[src/rtl/rmj_pkg.sv]
// rmj_pkg: shared types, widths and helpers for the radar measurement jacobian
// used by rmj_div_cell, rmj_sqrt_cell and radar_measurement_jacobian
`default_nettype none

package rmj_pkg;

   localparam int DATA_W = 32;
   localparam int FRAC_W = 16;
   localparam int THR_W  = 31;

   // most positive word, as a 64-bit magnitude
   localparam logic [63:0] SMAX_POS = (64'd1 << (DATA_W - 1)) - 64'd1;
   localparam logic [63:0] SMAX_NEG = (64'd1 << (DATA_W - 1));

   // one restoring division step: partial remainder, dividend bits msb first
   typedef struct packed {
      logic [63:0] part;
      logic [63:0] num;
      logic [63:0] den;
      logic [63:0] quo;
   } div_type;

   // one square root digit step: remainder, root so far, radicand bits msb first
   typedef struct packed {
      logic [33:0] rem;
      logic [31:0] root;
      logic [63:0] rad;
   } sqrt_type;

   // sign and magnitude to a saturated two's complement word
   function automatic logic [DATA_W-1:0] sat_word(input logic neg, input logic [63:0] mag);
      logic [63:0] m;
      m = mag;
      if (neg) begin
         if (m > SMAX_NEG) m = SMAX_NEG;
         return DATA_W'(64'd0 - m);
      end else begin
         if (m > SMAX_POS) m = SMAX_POS;
         return m[DATA_W-1:0];
      end
   endfunction

endpackage

`default_nettype wire

[src/rtl/rmj_sqrt_cell.sv]
// rmj_sqrt_cell: one digit of an integer square root, one root bit per cycle while en is high
// depends on rmj_pkg (sqrt_type)
`default_nettype none

module rmj_sqrt_cell import rmj_pkg::*; (
   input  logic     clock,
   input  logic     en,
   input  sqrt_type sq_prev,
   output sqrt_type sq_next
);

   sqrt_type    sq_ff;
   sqrt_type    sq_in;
   logic [35:0] acc;
   logic [35:0] trial;
   logic [35:0] diff;
   logic        ge;

   // bring down two radicand bits, test root*4+1
   always_comb begin
      acc   = {sq_prev.rem, sq_prev.rad[63:62]};
      trial = {2'b00, sq_prev.root, 2'b01};
      diff  = acc - trial;
      ge    = (acc >= trial);
      sq_in.rem  = ge ? diff[33:0] : acc[33:0];
      sq_in.root = {sq_prev.root[30:0], ge};
      sq_in.rad  = {sq_prev.rad[61:0], 2'b00};
   end

   always_ff @(posedge clock) begin
      if (en) sq_ff <= sq_in;
   end

   assign sq_next = sq_ff;

endmodule

`default_nettype wire

[config.mk]
export PLATFORM = sky130hd
export DESIGN_NAME = rmj_sqrt_cell
export DESIGN_NICKNAME = d
export VERILOG_FILES = /design/src/rtl/rmj_pkg.sv /design/src/rtl/rmj_sqrt_cell.sv
export SDC_FILE = /design/constraint.sdc
export NUM_CORES = 1
export LEC_CHECK = 0
export BUFFER_PORTS_ARGS = -buffer_cell sky130_fd_sc_hd__buf_2
export CAP_MARGIN = 30
export CORE_MARGIN = 2
export CORE_UTILIZATION = 32
export CTS_BUF_LIST = sky130_fd_sc_hd__clkbuf_4 sky130_fd_sc_hd__clkbuf_8
export DETAILED_ROUTE_END_ITERATION = 7
export SLEW_MARGIN = 10
export SYNTH_ARGS = -nofsm -noshare
export SYNTH_HDL_FRONTEND = slang
export SYNTH_SLANG_ARGS = --single-unit
[constraint.sdc]
create_clock -name clock -period 6.9 [get_ports clock]
set_input_delay 1.035 -clock clock [delete_from_list [all_inputs] [get_ports clock]]
set_output_delay 1.035 -clock clock [all_outputs]
set_load 0.01 [all_outputs]
==> flow_metrics.tcl, run 1 <==
set metrics [dict create \
    grt_max_degree 74 \
    yosysSeqAreaShare_pct 60.9 \
    largest_reg_flops 128 \
    setup_viol 0 \
    die_h_um 144 \
    worst_slew_margin_rel_pct 40.9 \
    synthCells 507 \
    async_flop_share_pct 0 \
    synth.distinct_cells 62 \
    grt_pass1_vias 4647 \
    cts_tree "done" \
    fin_nets 938 \
    die_area_mm2 0.0209 \
    post-route-drc-count 0 \
    synth_top_cells_by_count "edfxtp_1, nand2_1, inv_1" \
    io_buffers 259 \
    pwr_density_cell_mw_per_mm2 247 \
    dieWidth_um 144 \
    ys.flop_type "edfxtp_1" \
    rsz0062_at_grt "false" \
    end_kind "flop" \
    setup_tns_ps 0 \
    post-place-cells 1018 \
    area_growth_pct 30.8 \
    start_util_pct 32.6 \
    crit_chain "buf_2 > inv_1 > ha_1 > a21o_1 > o41ai_2 > o211ai_1 > a211oi_1 > o21a_2 > buf_4 > clkinv_2 > mux2_4" \
    postCtsResizedCells 0 \
    syn_area_per_cell_um2 12.5 \
    wirelength_um 16800 \
    hold_slack_ps 763 \
    yosysWarnings 0 \
    cp-start-kind "primary input" \
    dr.pass1.iters 4 \
    post-route-min-period_ps 3960 \
    root_buffer "clkbuf_8" \
    dpl-instance-area_mm2 0.00787 \
    clkTransAtPathRegs_ps 90 \
    ys_seq_elements 128 \
    post-dp-hpwl_um 13000 \
    worst_pin_slew_ps 886 \
    post_cts_buffers 0 \
    clk_path_buf_depth 2 \
    crit_type "in -> reg" \
    grt_overflow_total 0 \
    crit_fanout 34 \
    ant_nets 0 \
    synth_edf_count 128 \
    via_per_inst 4.57 \
    p_total_w 0.00204 \
    hold_class "in -> reg" \
    track_usage_pct 15.8 \
    wire_per_inst_um 16.0 \
    status "finished, final reports clean" \
    routabilityCongestion 0.801 \
    yosys.area.top_type "edfxtp_1" \
    vdd_ir_drop_max_v 0.0000956 \
    cts_made_buffers 17 \
    design_area_mm2 0.00826 \
    num_vias 4808 \
    synth_most_common_cell "edfxtp_1" \
    grt_antenna_before_repair 0 \
    netlist_area_mm2 0.00631 \
    synth_top_area_share_pct 60.9 \
    rows 51 \
    htree_levels 4 \
    core_area_mm2 0.0194 \
    layout.cells.non_filler 1051 \
    cap_viol_max_count 0 \
    cts.sinks 128 \
    drive_gt1_share_pct 40.3 \
    grt_pass1_wl_um 24800 \
    required_ps 7090 \
    worst_ep_arrival_time_ps 4150 \
    fin_crit_sh_pct 57.3 \
    drt_iter0_drc 227 \
    ys_top_cells_by_area "edfxtp_1, ha_1, nand2_1" \
    drv_slew 0 \
    pin_count 262 \
    cp_slowest_cell "o21a_2" \
    worst_path_largest_cell_delay_ps 520 \
    postCtsHoldBufs 0 \
    max_clock_freq_mhz 253 \
    power_leakage_nw 3.64 \
    hold_viol 0 \
]
-- critical path, delay by kind of cell --
kind | cells | cell delay [ps]
AO/OA/AOI/OAI | 5 | 1670
buffers and inverters | 4 | 710
adder cells (fa/ha/maj) | 1 | 390
multiplexers | 1 | 310
-- per-stage QoR --
step	util (%)	setup slack [ps]
floorplan	-	3610
global placement	40.6	2530
detailed placement	40.6	2400
CTS	42.6	2880
global route	42.6	2670
finish	42.6	2940
-- report_power, final --
part,internal (W),switching [W]
Clock,0.000301,0.000357
Sequential,0.000950,0.0000173
Combinational,0.000171,0.000240
Total,0.00142,0.000614
-- final timing paths --
kind | end | cells after the start | startpoint | slack (ps)
worst max-delay path | sq_next[123] | 11 | sq_prev[71] | 2940
worst min-delay path | sq_next[47] | 1 | sq_prev[45] | 760
-- area by class of cell --
class,count,area (um^2)
Timing Repair Buffer,261,1320
Fill cell,1916,11100
Clock inverter,14,144
Inverter,43,163
Antenna cell,1,2.50
Sequential cell,128,3840
Clock buffer,18,241
Multi-Input combinational cell,321,2220
Tap cell,265,332
-- layer usage --
layer  global-route usage (%)  share of wire [%]
met1                     18.7                 40
met2                     27.3                 50
met3                     4.50                7.9
met4                     5.52                1.4
met5                        0                  0
-- cell usage in the layout (no fill, tap or decap), types with 6 or more instances in the layout --
cell type,Yosys,final
a21o_1,19,19
a21oi_1,28,28
buf_2,6,258
clkbuf_8,1,17
edfxtp_1,128,128
ha_1,34,34
inv_1,42,42
inv_6,0,6
nand2_1,58,58
nand3_1,6,6
nand4_1,6,6
nor2_1,18,18
nor3_1,10,10
o21ai_0,41,41
xnor2_1,14,14
xor2_1,13,13
-- cells by family after synthesis --
group	synth area share [%]
multiplexers	0.872
AND/OR/NAND/NOR	8.88
flip-flops	60.9
XOR/XNOR	3.74
adder cells (fa/ha/maj)	6.74
AO/OA/AOI/OAI	14.8
buffers and inverters	4.08
other	0.0594
Note: power is estimated with default switching activity, not from simulation.
==> run 2: changes to the inputs <==
==> constraint.sdc (replaced) <==
create_clock -name clock -period 3.9 [get_ports clock]
set_input_delay 0.585 -clock clock [delete_from_list [all_inputs] [get_ports clock]]
set_output_delay 0.585 -clock clock [all_outputs]
set_load 0.01 [all_outputs]
==> run 2 against run 1 <==
Effect of this change:
- die area unchanged
- critical endpoint unchanged
- cell count up 0.19%
- wire length up 0.73%
- combinational power up 78%
- first-iteration DRC count up 12%
- via count up 1.5%
- critical path depth unchanged
- highest routed layer unchanged
- design area up 0.51%
- worst setup slack worse by 2000 ps
==> flow_metrics.tcl, run 2 (synthesis results as in run 1) <==
set metrics [dict create \
    hold_depth 1 \
    htree_levels 4 \
    pwr_density_cell_mw_per_mm2 437 \
    crit_chain "buf_2 > inv_1 > ha_1 > a21o_1 > a221oi_1 > o31a_1 > o221ai_1 > a211oi_1 > o21a_2 > clkinv_2 > mux2_4" \
    post-route-min-period_ps 2910 \
    nFillCells 1908 \
    drt_iter0_drc 255 \
    rsz0062_at_grt "false" \
    grt_pass1_wl_um 24900 \
    wirelength_um 16900 \
    hold_class "in -> reg" \
    dieWidth_um 144 \
    rows 51 \
    start_util_pct 32.6 \
    routedLengthMet1_um 6700 \
    design_area_mm2 0.00830 \
    power_leakage_nw 3.67 \
    post-place-ws_ps 516 \
    wl_met3_um 1420 \
    routabilityCongestion 0.825 \
    crit_fanout 20 \
    postCtsHoldBufs 0 \
    final_cell_mix "buf_2, edfxtp_1, nand2_1, inv_1, o21ai_0" \
    cp_slowest_cell "o21a_2" \
    grt_antenna_before_repair 1 \
    drv_slew 0 \
    root_buffer "clkbuf_8" \
    setup_viol 0 \
    num_vias 4878 \
    post-dp-hpwl_um 13000 \
    end_kind "flop" \
    area_growth_pct 31.5 \
    post-place-cells 1021 \
    vdd_ir_drop_max_v 0.000219 \
    met2WireLength_um 8550 \
    grt_pass1_vias 4878 \
    cap_viol_max_count 0 \
    grt_max_degree 80 \
    drive_gt1_share_pct 40.4 \
    track_usage_pct 15.9 \
    cts.sinks 128 \
    max_clock_freq_mhz 344 \
    post-route-drc-count 0 \
    worst_slew_margin_rel_pct 50.8 \
    cts_made_buffers 17 \
    wire_per_inst_um 16.1 \
    top_layer_used "met4" \
    postCtsResizedCells 0 \
    core_area_mm2 0.0194 \
    layout.cells.non_filler 1053 \
    pin_count 262 \
    post_cts_buffers 0 \
    worst_ep_arrival_time_ps 3110 \
    hold_viol 0 \
    required_ps 4110 \
    worst_path_largest_cell_delay_ps 430 \
    die_h_um 144 \
    largest_reg_flops 128 \
    dr.pass1.iters 4 \
    die_area_mm2 0.0209 \
    hold_slack_ps 306 \
    clkTransAtPathRegs_ps 80 \
    cp-start-kind "primary input" \
    setup_tns_ps 0 \
    fin_crit_sh_pct 74.6 \
    dpl-instance-area_mm2 0.00791 \
    crit_type "in -> reg" \
    ant_nets 0 \
    fin_nets 941 \
    worst_pin_slew_ps 738 \
    grt_overflow_total 0 \
    io_buffers 259 \
    fin_ws_ps 992 \
    status "finished, final reports clean" \
    cts_tree "done" \
    clk_path_buf_depth 2 \
    final_common_cell "buf_2" \
    via_per_inst 4.63 \
]
==> run 2: cell count changes in the layout (fill, tap and decap cells not counted), moves of 2 or more <==
cell and change:
inv_6 -4, buf_4 +2, clkinv_2 +2, clkinv_4 +2
==> run 2: final timing paths <==
| kind | slack [ps] | end | startpoint |
|---|---|---|---|
| max | 990 | sq_next[123] | sq_prev[79] |
| min | 310 | sq_next[32] | sq_prev[30] |
==> run 2: through the flow <==
step	util (%)	total power, W
CTS	42.8	0.00368
detailed placement	40.8	0.00249
floorplan	-	0.00216
global route	42.8	0.00382
finish	42.8	0.00363
global placement	40.8	0.00248
==> run 2: critical path, delay by kind of cell <==
kind	cells	cell delay, ps
multiplexers	1	320
adder cells (fa/ha/maj)	1	380
AO/OA/AOI/OAI	6	1550
buffers and inverters	3	280
==> run 2: layout make-up <==
class | count | area, um^2 | share of cell area [%]
clock buffer | 17 | 234 | 2.82
multi-input combinational | 321 | 2220 | 26.7
antenna | 1 | 2.50 | 0.0301
timing repair buffer | 264 | 1350 | 16.3
clock inverter | 14 | 159 | 1.91
tap | 265 | 332 | 3.99
sequential | 128 | 3840 | 46.3
inverter | 43 | 163 | 1.96
==> run 2: metal layers <==
| layer | GRT usage [%] | vias up |
|---|---|---|
| li1 | - | 2406 |
| met1 | 17.6 | 2263 |
| met2 | 27.6 | 192 |
| met3 | 5.93 | 17 |
| met4 | 6.29 | 0 |
| met5 | 0 | - |
==> run 2: power breakdown <==
group | internal (W) | total [W] | switching [W] | leakage, nW
clock network | 0.000576 | 0.00119 | 0.000609 | 0.192
registers | 0.00168 | 0.00171 | 0.0000317 | 1.25
logic | 0.000309 | 0.000733 | 0.000425 | 2.22
