`src/rtl/rmj_pkg.sv`:
```
// rmj_pkg: shared types, widths and helpers for the radar measurement jacobian
// used by rmj_div_cell, rmj_sqrt_cell and radar_measurement_jacobian
`default_nettype none

package rmj_pkg;

   localparam int DATA_W = 32;
   localparam int FRAC_W = 16;
   localparam int THR_W  = 31;

   // most positive word, as a 64-bit magnitude
   localparam logic [63:0] SMAX_POS = (64'd1 << (DATA_W - 1)) - 64'd1;
   localparam logic [63:0] SMAX_NEG = (64'd1 << (DATA_W - 1));

   // one restoring division step: partial remainder, dividend bits msb first
   typedef struct packed {
      logic [63:0] part;
      logic [63:0] num;
      logic [63:0] den;
      logic [63:0] quo;
   } div_type;

   // one square root digit step: remainder, root so far, radicand bits msb first
   typedef struct packed {
      logic [33:0] rem;
      logic [31:0] root;
      logic [63:0] rad;
   } sqrt_type;

   // sign and magnitude to a saturated two's complement word
   function automatic logic [DATA_W-1:0] sat_word(input logic neg, input logic [63:0] mag);
      logic [63:0] m;
      m = mag;
      if (neg) begin
         if (m > SMAX_NEG) m = SMAX_NEG;
         return DATA_W'(64'd0 - m);
      end else begin
         if (m > SMAX_POS) m = SMAX_POS;
         return m[DATA_W-1:0];
      end
   endfunction

endpackage

`default_nettype wire

```
`src/rtl/rmj_div_cell.sv`:
```
// rmj_div_cell: one restoring division step, one quotient bit per cycle while en is high
// depends on rmj_pkg (div_type)
`default_nettype none

module rmj_div_cell import rmj_pkg::*; (
   input  logic    clock,
   input  logic    en,
   input  div_type div_prev,
   output div_type div_next
);

   div_type     div_ff;
   div_type     div_in;
   logic [64:0] trial;
   logic [64:0] diff;
   logic        ge;

   // shift in the next dividend bit and try a subtraction
   always_comb begin
      trial = {div_prev.part, div_prev.num[63]};
      diff  = trial - {1'b0, div_prev.den};
      ge    = (trial >= {1'b0, div_prev.den});
      div_in.part = ge ? diff[63:0] : trial[63:0];
      div_in.num  = {div_prev.num[62:0], 1'b0};
      div_in.den  = div_prev.den;
      div_in.quo  = {div_prev.quo[62:0], ge};
   end

   always_ff @(posedge clock) begin
      if (en) div_ff <= div_in;
   end

   assign div_next = div_ff;

endmodule

`default_nettype wire

```
`config.mk`:
```
export PLATFORM = sky130hd
export DESIGN_NAME = rmj_div_cell
export DESIGN_NICKNAME = d
export VERILOG_FILES = /design/src/rtl/rmj_pkg.sv /design/src/rtl/rmj_div_cell.sv
export SDC_FILE = /design/constraint.sdc
export NUM_CORES = 1
export LEC_CHECK = 0
export BUFFER_PORTS_ARGS = -buffer_cell sky130_fd_sc_hd__clkbuf_2
export CAP_MARGIN = 20
export CORE_AREA = 5 5 197 199
export CTS_BUF_LIST = sky130_fd_sc_hd__clkbuf_16
export CTS_CLUSTER_DIAMETER = 150
export CTS_CLUSTER_SIZE = 20
export DETAILED_ROUTE_END_ITERATION = 8
export DIE_AREA = 0 0 202 204
export GPL_TIMING_DRIVEN = 0
export SLEW_MARGIN = 0
export SYNTH_ARGS = -nofsm -noshare
export SYNTH_HDL_FRONTEND = slang
export SYNTH_SLANG_ARGS = --single-unit
```
`constraint.sdc`:
```
create_clock -name clock -period 4.9 [get_ports clock]
set_clock_uncertainty 0.1 [all_clocks]
set_input_delay 0.98 -clock clock [delete_from_list [all_inputs] [get_ports clock]]
set_output_delay 0.98 -clock clock [all_outputs]
set_load 0.005 [all_outputs]
```
==> impl_metrics.py, run 1 <==
metrics = {
    "setup_path": {
        "critPathKind": "primary input to flop",
        "cp-start-kind": "primary input",
        "critPathSlowestCell": "o311ai_2",
        "crit_family": "compound AO/OA/AOI/OAI gates",
        "end_kind": "flop",
        "cp-startpoint": "div_prev[65]",
        "path_cells": "clkbuf_2, inv_1, ha_1, nor2b_1, o2111a_1, o21ai_1, o311ai_2, o2111ai_1, a21oi_1, o21ai_1, a21oi_4, buf_4, buf_2, a21oi_1",
        "worst-path-buf-inv": 4,
        "path_max_fanout": 10,
        "cp_slowest_stage_delay_ns": 0.50,
        "required_ns": 5.03,
        "arrival_ns": 4.69,
    },
    "timing": {
        "hold_violations": 0,
        "rsz0062_at_grt": "no",
        "slew_headroom": 0.320,
        "finalCriticalPeriod_ns": 4.57,
        "setup_viol": 0,
        "slew_viol_final": 0,
        "whs_ns": 0.543,
        "fmax_mhz": 219,
        "worstMarginPinSlew_ns": 1.00,
        "period_share": 0.932,
    },
    "layout": {
        "largest_reg_flops": 255,
        "drive_above_1_share": 0.379,
        "finalNetCount": 1880,
        "finalCoreUtilization": 0.437,
        "area_growth_pct": 29.2,
    },
    "logic_synthesis": {
        "synth_ff_type": "edfxtp_1",
        "ys_ff_latch": 255,
        "syn-cell-area_sq_um": 12500,
        "synth_fp_nets": 1349,
        "synthTopCellsByCount": "edfxtp_1, a21oi_1, nor2_1",
        "yosys_warnings": 0,
        "yosysTopAreaCellShare": 0.611,
        "synth_edf_count": 255,
        "syn_avg_cell_area_sq_um": 12.2,
        "synth-async-reset-ratio": 0,
        "postSynthCellCount": 1026,
        "yosysMostFrequentCell": "edfxtp_1",
        "yosysTopAreaCell": "edfxtp_1",
        "yosys-top-cells-area": "edfxtp_1, ha_1, a21oi_1, xnor2_1, nor2_1",
        "seq_area_frac_synth": 0.611,
        "yosysUniqueCellTypes": 65,
    },
    "routing": {
        "wl_met1_mm": 16.2,
        "route.detailed.drc": 0,
        "ant_nets": 0,
        "routed_wl_mm": 42.7,
        "vias": 10100,
        "dr.pass1.iters": 5,
        "routed.top_layer": "met4",
        "drt_iter0_drc": 583,
        "avgRoutedWirePerCell_um": 21.0,
        "wl_met3_mm": 3.21,
        "route.met2.wl_mm": 22.2,
        "viasPerCell": 4.98,
    },
    "clock_network": {
        "clk_pin_slew_worst_paths_ns": 0.09,
        "cts_buffer_depth": 3,
        "cts_resized": 0,
        "cts_hold_buf": 0,
        "h-tree-depth": 1,
        "cts_sinks": 255,
        "cts_setup_buffers": 0,
        "clockRootBuffer": "clkbuf_16",
        "cts_made_buffers": 16,
        "cts_tree": "done",
    },
    "pwr": {
        "p_leak_uw": 0.00722,
        "finalPower_uw": 5270,
        "vdd_drop_max_v": 0.000224,
        "p_per_area_nw_per_um2": 325,
    },
    "die": {
        "pin_count": 514,
        "fp.dieW_um": 202,
        "initial_core_util": 0.338,
        "die_area_sq_um": 41200,
        "coreArea_sq_um": 37000,
        "die_y_um": 204,
        "placementRows": 71,
    },
    "placed_design": {
        "hpwl_mm": 34.9,
        "place_congestion": 0.847,
        "portBuffers": 511,
    },
    "grt": {
        "grtUsageTotal": 0.194,
        "gr-total-overflow": 0,
        "grt_pass1_wl_mm": 61.5,
        "grt_pass1_vias": 10100,
        "antenna_found_initial": 4,
        "grt_start_max_net_pins": 106,
    },
    "worst_hold_path": {
        "hold_end": "div_next[182]$_DFFE_PP_",
        "min_path_cells": 1,
        "min_from": "div_prev[181]",
        "timing.hold.worst.class": "primary input to flop",
    },
    "status": {
        "status": "complete, no violations",
    },
    "job": {
        "drv.max_cap_violation_count": 0,
    },
}
[kinds of logic after synthesis]
family          Yosys count  share of synthesized area
xor+xnor                 61                     0.0426
other cells               1                   0.000299
simple gates            231                     0.0855
buf+inv                 126                     0.0418
flops                   255                      0.611
compound gates          267                      0.135
mux                      20                     0.0183
fa+ha+maj                65                     0.0655
[metrics by stage]
step                TNS (ns)  instance area [sq um]  instances  setup WS (ns)
finish                     0                  16200       2035          0.332
global route               0                  16200       2035         0.0764
CTS                        0                  16200       2031          0.230
detailed placement    -10.30                  15800       2013         -0.304
global placement     -345.09                  15700       2011          -1.36
floorplan                  0                  12500       1026          0.990
[layout by cell type, fill, tap and decap left out, types with 4 or more instances in the layout]
cell type,synthesis,layout
o21bai_1,11,11
nor2b_1,7,7
nand3_1,15,15
or3_1,6,6
nor3_1,9,9
diode_2,0,4
nand4_1,27,27
a21oi_1,122,122
clkbuf_2,1,511
nor4_1,8,8
mux2_2,19,19
nand2_1,56,56
o21ai_0,38,38
a21o_1,33,33
nand2b_1,6,6
buf_2,13,13
inv_1,81,81
nor2_1,83,83
o31ai_1,4,4
and3_1,5,5
clkbuf_1,23,23
ha_1,64,64
clkbuf_16,0,17
xnor2_1,36,36
xor2_1,25,25
edfxtp_1,255,255
o211ai_1,4,4
a31oi_1,4,4
buf_4,5,5
o221ai_1,5,5
a211oi_1,4,4
a21oi_2,4,4
[area by class of cell]
cell class	instances	area, sq um
Multi-Input combinational cell	645	4360
Buffer	45	220
Clock buffer	17	425
Inverter	81	304
Fill cell	3534	20900
Timing Repair Buffer	513	2620
Sequential cell	255	7660
Antenna cell	4	10.0
Clock inverter	1	7.51
Tap cell	474	593
[layer usage]
metal | GRT usage | vias to the layer above
li1 | - | 4835
met1 | 0.226 | 4846
met2 | 0.358 | 406
met3 | 0.0468 | 53
met4 | 0.0530 | 0
met5 | 0 | -
[power breakdown]
| group | switching, uW | internal (uW) | total, uW |
|---|---|---|---|
| Clock | 704 | 621 | 1320 |
| Sequential | 60.1 | 2670 | 2730 |
| Combinational | 700 | 513 | 1210 |
| Total | 1460 | 3800 | 5270 |
[worst max path at each step]
stage | cells past startpoint | end | slack [ns]
floorplan | 13 | div_next[244]$_DFFE_PP_ | 0.99
global placement | 1 | div_next[153]$_DFFE_PP_ | -1.36
detailed placement | 14 | div_next[211]$_DFFE_PP_ | -0.30
CTS | 14 | div_next[211]$_DFFE_PP_ | 0.23
global route | 14 | div_next[211]$_DFFE_PP_ | 0.08
finish | 14 | div_next[211]$_DFFE_PP_ | 0.33
Note: power is estimated with default switching activity, not from simulation.
==> inputs of run 2 (changes only) <==
- BUFFER_PORTS_ARGS: -buffer_cell sky130_fd_sc_hd__clkbuf_2 -> unset
- CORE_AREA: 5 5 197 199 -> 5 5 195 197
- DIE_AREA: 0 0 202 204 -> 0 0 200 202
- DONT_BUFFER_PORTS: unset -> 1
==> run 2 against run 1 <==
Compared with the run above: setup slack better by 0.018 ns; clock power hardly changed; design area is 16% lower; sequential share of layout area up 9.2 points; highest routed layer unchanged; largest cell class unchanged; critical path depth is 1 lower; largest power group unchanged; fmax up 0.39%; clock-buffer cell count did not move; combinational power shrank 36%; sequential cell count unchanged.
==> impl_metrics.py, run 2 (synthesized netlist as in run 1, its figures left out) <==
metrics = {
    "status": {
        "status": "complete, no violations",
    },
    "die": {
        "initial_core_util": 0.347,
        "die_area_sq_um": 40400,
        "pin_count": 514,
        "die_y_um": 202,
        "coreArea_sq_um": 36100,
        "placementRows": 70,
        "fp.dieW_um": 200,
    },
    "placed_design": {
        "portBuffers": 0,
        "place_congestion": 0.877,
        "hpwl_mm": 33.0,
    },
    "setup_path": {
        "end_kind": "flop",
        "critPathKind": "primary input to flop",
        "critPathSlowestCell": "o311ai_2",
        "path_max_fanout": 10,
        "arrival_ns": 4.68,
        "path_cells": "inv_1, ha_1, nor2b_1, o2111a_1, o21ai_1, o311ai_2, o2111ai_1, a21oi_1, o21ai_1, a21oi_4, buf_4, buf_2, a21oi_1",
        "cp-start-kind": "primary input",
        "crit_family": "compound AO/OA/AOI/OAI gates",
        "worst-path-buf-inv": 3,
        "required_ns": 5.03,
        "cp_slowest_stage_delay_ns": 0.53,
    },
    "grt": {
        "grt_pass1_wl_mm": 56.6,
        "gr-total-overflow": 0,
        "grt_start_max_net_pins": 256,
        "antenna_found_initial": 11,
        "grt_pass1_vias": 8166,
        "grtUsageTotal": 0.189,
    },
    "job": {
        "drv.max_cap_violation_count": 0,
    },
    "clock_network": {
        "cts_tree": "done",
        "cts_sinks": 255,
        "cts_resized": 0,
        "clk_pin_slew_worst_paths_ns": 0.09,
        "cts_buffer_depth": 3,
        "h-tree-depth": 1,
        "cts_setup_buffers": 0,
        "cts_made_buffers": 16,
        "cts_hold_buf": 0,
        "clockRootBuffer": "clkbuf_16",
    },
    "layout": {
        "final_cell_mix": "edfxtp_1, a21oi_1, nor2_1",
        "fill_cells": 3525,
        "largest_reg_flops": 255,
        "mostFrequentLayoutCell": "edfxtp_1",
        "finalNetCount": 1367,
        "area_growth_pct": 8.20,
        "drive_above_1_share": 0.0738,
    },
    "routing": {
        "route.detailed.drc": 0,
        "drt_iter0_drc": 443,
        "avgRoutedWirePerCell_um": 26.9,
        "ant_nets": 0,
        "dr.pass1.iters": 5,
        "routed_wl_mm": 40.8,
        "viasPerCell": 5.38,
        "vias": 8152,
    },
    "timing": {
        "slew_headroom": 0.315,
        "hold_violations": 0,
        "slew_viol_final": 0,
        "setup_viol": 0,
        "rsz0062_at_grt": "no",
        "finalCriticalPeriod_ns": 4.55,
        "worstMarginPinSlew_ns": 1.01,
        "period_share": 0.929,
        "fmax_mhz": 220,
        "fin_setup_tns_ns": 0,
    },
    "pwr": {
        "p_leak_uw": 0.00507,
        "vdd_drop_max_v": 0.000299,
        "finalPower_uw": 4910,
        "p_per_area_nw_per_um2": 362,
    },
    "worst_hold_path": {
        "timing.hold.worst.class": "primary input to flop",
    },
}
==> run 2: changes by cell type in the layout (fill, tap and decap cells not counted), sizes merged <==
cell	previous run	this run
clkbuf	552	41
buf	23	21
==> run 2: area by class of cell <==
| class | instances | area (sq um) | share of cell area |
|---|---|---|---|
| clock inverter | 1 | 7.51 | 0.000553 |
| tap | 468 | 586 | 0.0432 |
| antenna | 4 | 10.0 | 0.000738 |
| multi-input combinational | 645 | 4360 | 0.321 |
| sequential | 255 | 7660 | 0.564 |
| clock buffer | 17 | 425 | 0.0314 |
| inverter | 81 | 304 | 0.0224 |
| buffer | 45 | 220 | 0.0162 |
==> run 2: through the flow <==
step / hold WS, ns / instance area, sq um / util / cells / setup WS [ns]
finish: 0.453 / 13600 / 0.376 / 1516 / 0.350
global route: 0.411 / 13600 / 0.376 / 1515 / 0.190
CTS: 0.410 / 13600 / 0.376 / 1512 / 0.296
detailed placement: 0.979 / 13100 / 0.364 / 1494 / -0.258
global placement: 0.979 / 13100 / 0.364 / 1494 / -0.283
floorplan: 0.979 / 12500 / - / 1026 / 0.990
==> run 2: power by group <==
part / leakage, uW / switching (uW) / internal (uW)
registers: 0.00250 / 158 / 2680
logic: 0.00236 / 465 / 304
clock network: 0.000210 / 682 / 620
==> run 2: per-layer routing <==
metal  routed length (um)  part of all wire  vias to the layer above  track usage
met5                    0                 0                        -            0
met4                 1240             0.030                        0       0.0609
met3                 3960             0.097                       64       0.0692
met2                20900              0.51                      361        0.335
met1                14700              0.36                     3927        0.209
li1                     -                 -                     3800            -
==> run 2: path summary, 6_finish.rpt <==
kind	from	end	slack [ns]	cells after the start
min	div_prev[97]	div_next[97]$_DFFE_PP_	0.45	0
max	div_prev[65]	div_next[211]$_DFFE_PP_	0.35	13
